## config.mk

```make
export PLATFORM = sky130hd
export DESIGN_NAME = rfc_queue
export DESIGN_NICKNAME = d
export VERILOG_FILES = /design/src/design/rfc_pkg.sv /design/src/design/rfc_queue.sv
export SDC_FILE = /design/constraint.sdc
export NUM_CORES = 1
export LEC_CHECK = 0
export ABC_AREA = 1
export BUFFER_PORTS_ARGS = -buffer_cell sky130_fd_sc_hd__buf_2
export CAP_MARGIN = 30
export CORE_AREA = 5 5 213 215
export DETAILED_ROUTE_END_ITERATION = 6
export DIE_AREA = 0 0 218 220
export PLACE_DENSITY = 0.73
export SYNTH_ARGS = -nofsm -noshare
export SYNTH_HDL_FRONTEND = slang
export SYNTH_SLANG_ARGS = --single-unit
```

## constraint.sdc

```tcl
create_clock -name clk -period 4.19 [get_ports clk]
set_clock_uncertainty 0.15 [all_clocks]
set_input_delay 0.838 -clock clk [delete_from_list [all_inputs] [get_ports clk]]
set_output_delay 0.838 -clock clk [all_outputs]
set_load 0.02 [all_outputs]
```

## src/design/rfc_pkg.sv

```systemverilog
// Shared types, constants and saturation helpers for the floor texel coordinate unit.
// Used by every module of the block; depends on nothing.
`timescale 1ns / 1ps

package rfc_pkg;

  // Default geometry.
  localparam int DEF_SCREEN_ROWS    = 512;
  localparam int DEF_TEXTURE_WIDTH  = 64;
  localparam int DEF_TEXTURE_HEIGHT = 64;

  // Q8.16 format.
  localparam int Q_W    = 24;
  localparam int Q_FRAC = 16;
  localparam int QUOT_W = 24;

  localparam logic [Q_W-1:0] MAG_POS_LIM = 24'h7FFFFF;
  localparam logic [Q_W-1:0] MAG_NEG_LIM = 24'h800000;

  // Texture select threshold: 25.0 in Q8.16.
  localparam logic signed [Q_W-1:0] SEL_LIMIT = 24'sd1638400;

  // One in Q8.16, sized for the blend weight.
  localparam logic signed [Q_W:0] Q_ONE = 25'sd65536;

  localparam int QUEUE_DEPTH = 4;

  // Item as it travels through the two dividers.
  typedef struct packed {
    logic                  err;
    logic                  sel;
    logic                  fvalid;
    logic [8:0]            mrow;
    logic                  neg;
    logic [Q_W-1:0]        wd;
    logic signed [Q_W-1:0] wfx;
    logic signed [Q_W-1:0] wfy;
    logic signed [Q_W-1:0] px;
    logic signed [Q_W-1:0] py;
  } rfc_side_t;

  // Item handed from the front to the back through the queue.
  typedef struct packed {
    logic                  err;
    logic                  sel;
    logic                  fvalid;
    logic [8:0]            mrow;
    logic signed [Q_W-1:0] w;
    logic signed [Q_W-1:0] wfx;
    logic signed [Q_W-1:0] wfy;
    logic signed [Q_W-1:0] px;
    logic signed [Q_W-1:0] py;
  } rfc_job_t;

  // Magnitude of a quotient after saturation to signed Q8.16.
  function automatic logic [Q_W-1:0] sat_mag(input logic [QUOT_W-1:0] q, input logic ovf,
                                              input logic neg);
    logic [Q_W-1:0] r;
    if (neg) begin
      r = (ovf || (q > MAG_NEG_LIM)) ? MAG_NEG_LIM : q;
    end else begin
      r = (ovf || q[QUOT_W-1]) ? MAG_POS_LIM : q;
    end
    return r;
  endfunction

  // Signed quotient after saturation to Q8.16.
  function automatic logic signed [Q_W-1:0] sat_q(input logic [QUOT_W-1:0] q, input logic ovf,
                                                   input logic neg);
    logic [Q_W-1:0] m;
    m = sat_mag(q, ovf, neg);
    return neg ? $signed(~m + 24'd1) : $signed(m);
  endfunction

endpackage

```

## src/design/rfc_queue.sv

```systemverilog
// Short queue of items between the front and the back parts.
// Depends on rfc_pkg for the item type and depth.
`timescale 1ns / 1ps

module rfc_queue (
  input  logic              clk,
  input  logic              rst_n,
  input  logic              push,
  input  rfc_pkg::rfc_job_t push_data,
  input  logic              pop,
  output rfc_pkg::rfc_job_t head,
  output logic              empty,
  output logic              full
);

  localparam int DEPTH = rfc_pkg::QUEUE_DEPTH;
  localparam int PW    = $clog2(DEPTH);
  localparam int CW    = $clog2(DEPTH + 1);

  rfc_pkg::rfc_job_t mem_r [DEPTH];
  logic [PW-1:0] wr_ptr_r, wr_ptr_nxt;
  logic [PW-1:0] rd_ptr_r, rd_ptr_nxt;
  logic [CW-1:0] count_r, count_nxt;

  // Pointer and fill bookkeeping.
  always_comb begin
    wr_ptr_nxt = push ? PW'(wr_ptr_r + 1'b1) : wr_ptr_r;
    rd_ptr_nxt = pop ? PW'(rd_ptr_r + 1'b1) : rd_ptr_r;
    count_nxt  = count_r + CW'(push) - CW'(pop);
  end

  always_ff @(posedge clk) begin
    if (!rst_n) begin
      wr_ptr_r <= '0;
      rd_ptr_r <= '0;
      count_r  <= '0;
    end else begin
      wr_ptr_r <= wr_ptr_nxt;
      rd_ptr_r <= rd_ptr_nxt;
      count_r  <= count_nxt;
    end
  end

  // Storage.
  always_ff @(posedge clk) begin
    if (push) begin
      mem_r[wr_ptr_r] <= push_data;
    end
  end

  assign head  = mem_r[rd_ptr_r];
  assign empty = (count_r == '0);
  assign full  = (count_r == CW'(DEPTH));

  property p_count_bound;
    @(posedge clk) disable iff (!rst_n) count_r <= CW'(DEPTH);
  endproperty
  a_count_bound: assert property (p_count_bound) else $error("queue overfilled");

  property p_no_overflow;
    @(posedge clk) disable iff (!rst_n) full |-> !push || pop;
  endproperty
  a_no_overflow: assert property (p_no_overflow) else $error("push into full queue");

  property p_no_underflow;
    @(posedge clk) disable iff (!rst_n) empty |-> !pop;
  endproperty
  a_no_underflow: assert property (p_no_underflow) else $error("pop from empty queue");

endmodule

```

==> flow_summary_export.csv <==
group,metric,value,unit
worst_setup_path,path_buf_inv,3,
floorplan,rows,77,
worst_setup_path,cpPeakStageDelay,0.64,ns
logic_synthesis,yosysWarningCount,0,
detailed_routing,route.detailed.drc,0,
sta,fin_setup_tns,0,ns
logic_synthesis,ys_ff_latch,537,
floorplan,ios,270,
power_and_ir_drop,p_seq_share,52.1,%
global_routing,grt-ovfl-total,0,
logic_synthesis,yosysSeqAreaShare,75.31,%
floorplan,initial_core_util,48.90,%
global_routing,first_global_vias,12170,
power_and_ir_drop,internal_power,9.166,mW
power_and_ir_drop,irDropWorstVdd,0.3789,mV
layout,n_fill_cell,3444,
sta,grt_setup_unrepaired,"false",
logic_synthesis,syn_area,21290,µm²
detailed_routing,vias,12360,
detailed_routing,via_per_inst,4.957,
floorplan,die_h,220,µm
worst_setup_path,worstPathRequired,3.20,ns
clock_tree,cts_tree,"built",
layout,finalNetCount,1998,
sta,worst_pin_slew,0.7670,ns
power_and_ir_drop,p_per_area,483.3,nW/µm²
placed_design,post-dp-hpwl,24.57,mm
clock_tree,root_buffer,"clkbuf_16",
global_routing,antenna_found_initial,14,
layout,drive_gt1_share,19.60,%
layout,final_cell_mix,"edfxtp_1, inv_1, nand2_1",
logic_synthesis,synth_cell_types,17,
worst_setup_path,worstSetupEndpointType,"output pin",
clock_tree,cts_inserted_buffers,52,
layout,layout_commonest_cell,"edfxtp_1",
worst_setup_path,cp_max_fo,80,
placed_design,routabilityCongestion,0.7569,
worst_setup_path,crit_chain,"buf_12, buf_12, a21oi_1, o21ai_1, nand2_1, buf_2",
clock_tree,cts-resized-gates,0,
detailed_routing,firstDrtPassIters,7,
clock_tree,cts_hold_buf,0,
job,cap_violations,0,
run_status,status,"complete, no violations",
clock_tree,clkTransAtPathRegs,0.06,ns
sta,relSlewSlack,48.87,%
sta,fin_crit,3.297,ns
sta,final-setup-viol-count,0,
power_and_ir_drop,switching_power,2.779,mW
worst_setup_path,crit_arrival,2.31,ns
clock_tree,htreeDepth,2,
logic_synthesis,postSynthCellCount,1595,
floorplan,die_area,47960,µm²
logic_synthesis,syn-num-nets,1738,
clock_tree,clock-sinks,537,
layout,syn2layout_area_growth,16.08,%
detailed_routing,drt_iter0_drc,718,
sta,fmax,303.3,MHz
floorplan,die-width,218,µm
clock_tree,cts_setup_buffers,0,
power_and_ir_drop,pwr-share-clk,37.6,%
power_and_ir_drop,p_comb_share,10.3,%
worst_setup_path,slowest_stage,"dfxtp_4",
clock_tree,clock_path_buffers,3,
detailed_routing,drtAntennaViolNets,0,
power_and_ir_drop,p_leak,9.587,nW
global_routing,grt_use_total,16.61,%
worst_setup_path,critPathLaunchType,"flip-flop",
worst_setup_path,critical-path-top-delay-family,"buffers and inverters",
detailed_routing,wl_per_cell,16.41,µm
sta,timing.hold.ws,0.2936,ns
worst_setup_path,crit_top_cell,"buf_12",
hold_path,hold_path.class,"reg -> reg",
sta,hold_viol_final,0,
sta,drv_slew,0,
worst_setup_path,worstSetupPathType,"reg -> out",
global_routing,grt_max_degree,117,
placed_design,numPortBuffers,269,
detailed_routing,drt-total-wl,40.93,mm
sta,fin_crit_sh,78.68,%
clock_tree,clock_latency,0.57,ns
logic_synthesis,synth_area_per_cell,13.35,µm²
power_and_ir_drop,p_sw_share,23.26,%
global_routing,grt_pass1_wl,63.29,mm
floorplan,coreArea,43550,µm²
-- metrics by stage --
stage               instances  cell area (µm²)  util, %  setup WS, ns  total power, mW
finish                   2494            24720    56.76        0.8931            11.95
global route             2489            24700    56.73        0.6986            12.44
CTS                      2485            24690    56.71        0.8352            12.08
detailed placement       2393            23050    52.93         1.477            7.581
global placement         2393            23050    52.93         1.517            7.538
floorplan                1595            21290        -        0.1413            7.151
-- power groups by stage --
stage | combinational (mW) | clock (mW) | sequential, mW
2_1_floorplan | 0.825 | 0 | 6.33
3_3_place_gp | 1.22 | 0 | 6.32
3_5_place_dp | 1.25 | 0 | 6.33
4_1_cts | 1.25 | 4.61 | 6.22
5_1_grt | 1.36 | 4.85 | 6.23
6_report | 1.23 | 4.49 | 6.22
-- worst register-to-register path: stages (launching register included) --
cell and delay (ns):
dfxtp_1 0.33, inv_1 0.12, ha_1 0.17, nand2_1 0.10, inv_6 0.57, buf_12 0.36
-- state kept, by name, indices dropped and copies added (netlist names), named ones only --
signal and cells:
rd_ptr_r 2, count_r 3, wr_ptr_r 2, mem_r 528
-- synth_stat cells, drive strengths merged --
cell / count / area (µm²)
clkbuf: 12 / 60.06
nor3: 1 / 5.000
dfxtp: 9 / 180.2
o211ai: 132 / 991.0
edfxtp: 528 / 15860
buf: 76 / 646.9
ha: 6 / 75.07
nor2: 2 / 7.510
nand3: 1 / 5.000
a21oi: 138 / 690.7
inv: 279 / 1047
fa: 1 / 20.02
nand2: 274 / 1028
o21ai: 136 / 680.7
-- final timing paths --
kind	from	end	slack, ns	cells after the start
worst max-delay path	flip-flop	head[89]	0.89	6
worst min register to register	rd_ptr_r[1]	flip-flop	0.29	2
worst min-delay path	rd_ptr_r[1]	flip-flop	0.29	2
worst max register to register	wr_ptr_r[0]	mem_r[0][108]	2.05	5
-- final cells by class --
type	instances	area, µm²	share of cell area [%]
Tap cell	592	740.7	2.997
Clock inverter	28	256.5	1.038
Clock buffer	64	1388	5.614
Sequential cell	537	16040	64.91
Multi-Input combinational cell	691	3503	14.17
Timing Repair Buffer	294	1697	6.864
Inverter	279	1067	4.318
Antenna cell	9	22.52	0.09112
-- per-layer routing --
metal	up-vias	GRT usage (%)	share of wire, %
li1	6096	-	-
met1	5924	20.21	41
met2	263	28.76	49
met3	68	5.207	7.5
met4	12	4.815	1.8
met5	-	0	0.16
-- logic make-up after synthesis --
logic type	Yosys count	share of synthesized area, %
flip-flops	537	75.31
AO/OA/AOI/OAI	406	11.09
buffers and inverters	367	8.238
AND/OR/NAND/NOR	278	4.912
adder cells (fa/ha/maj)	7	0.4466
Note: power is estimated with default switching activity, not from simulation.
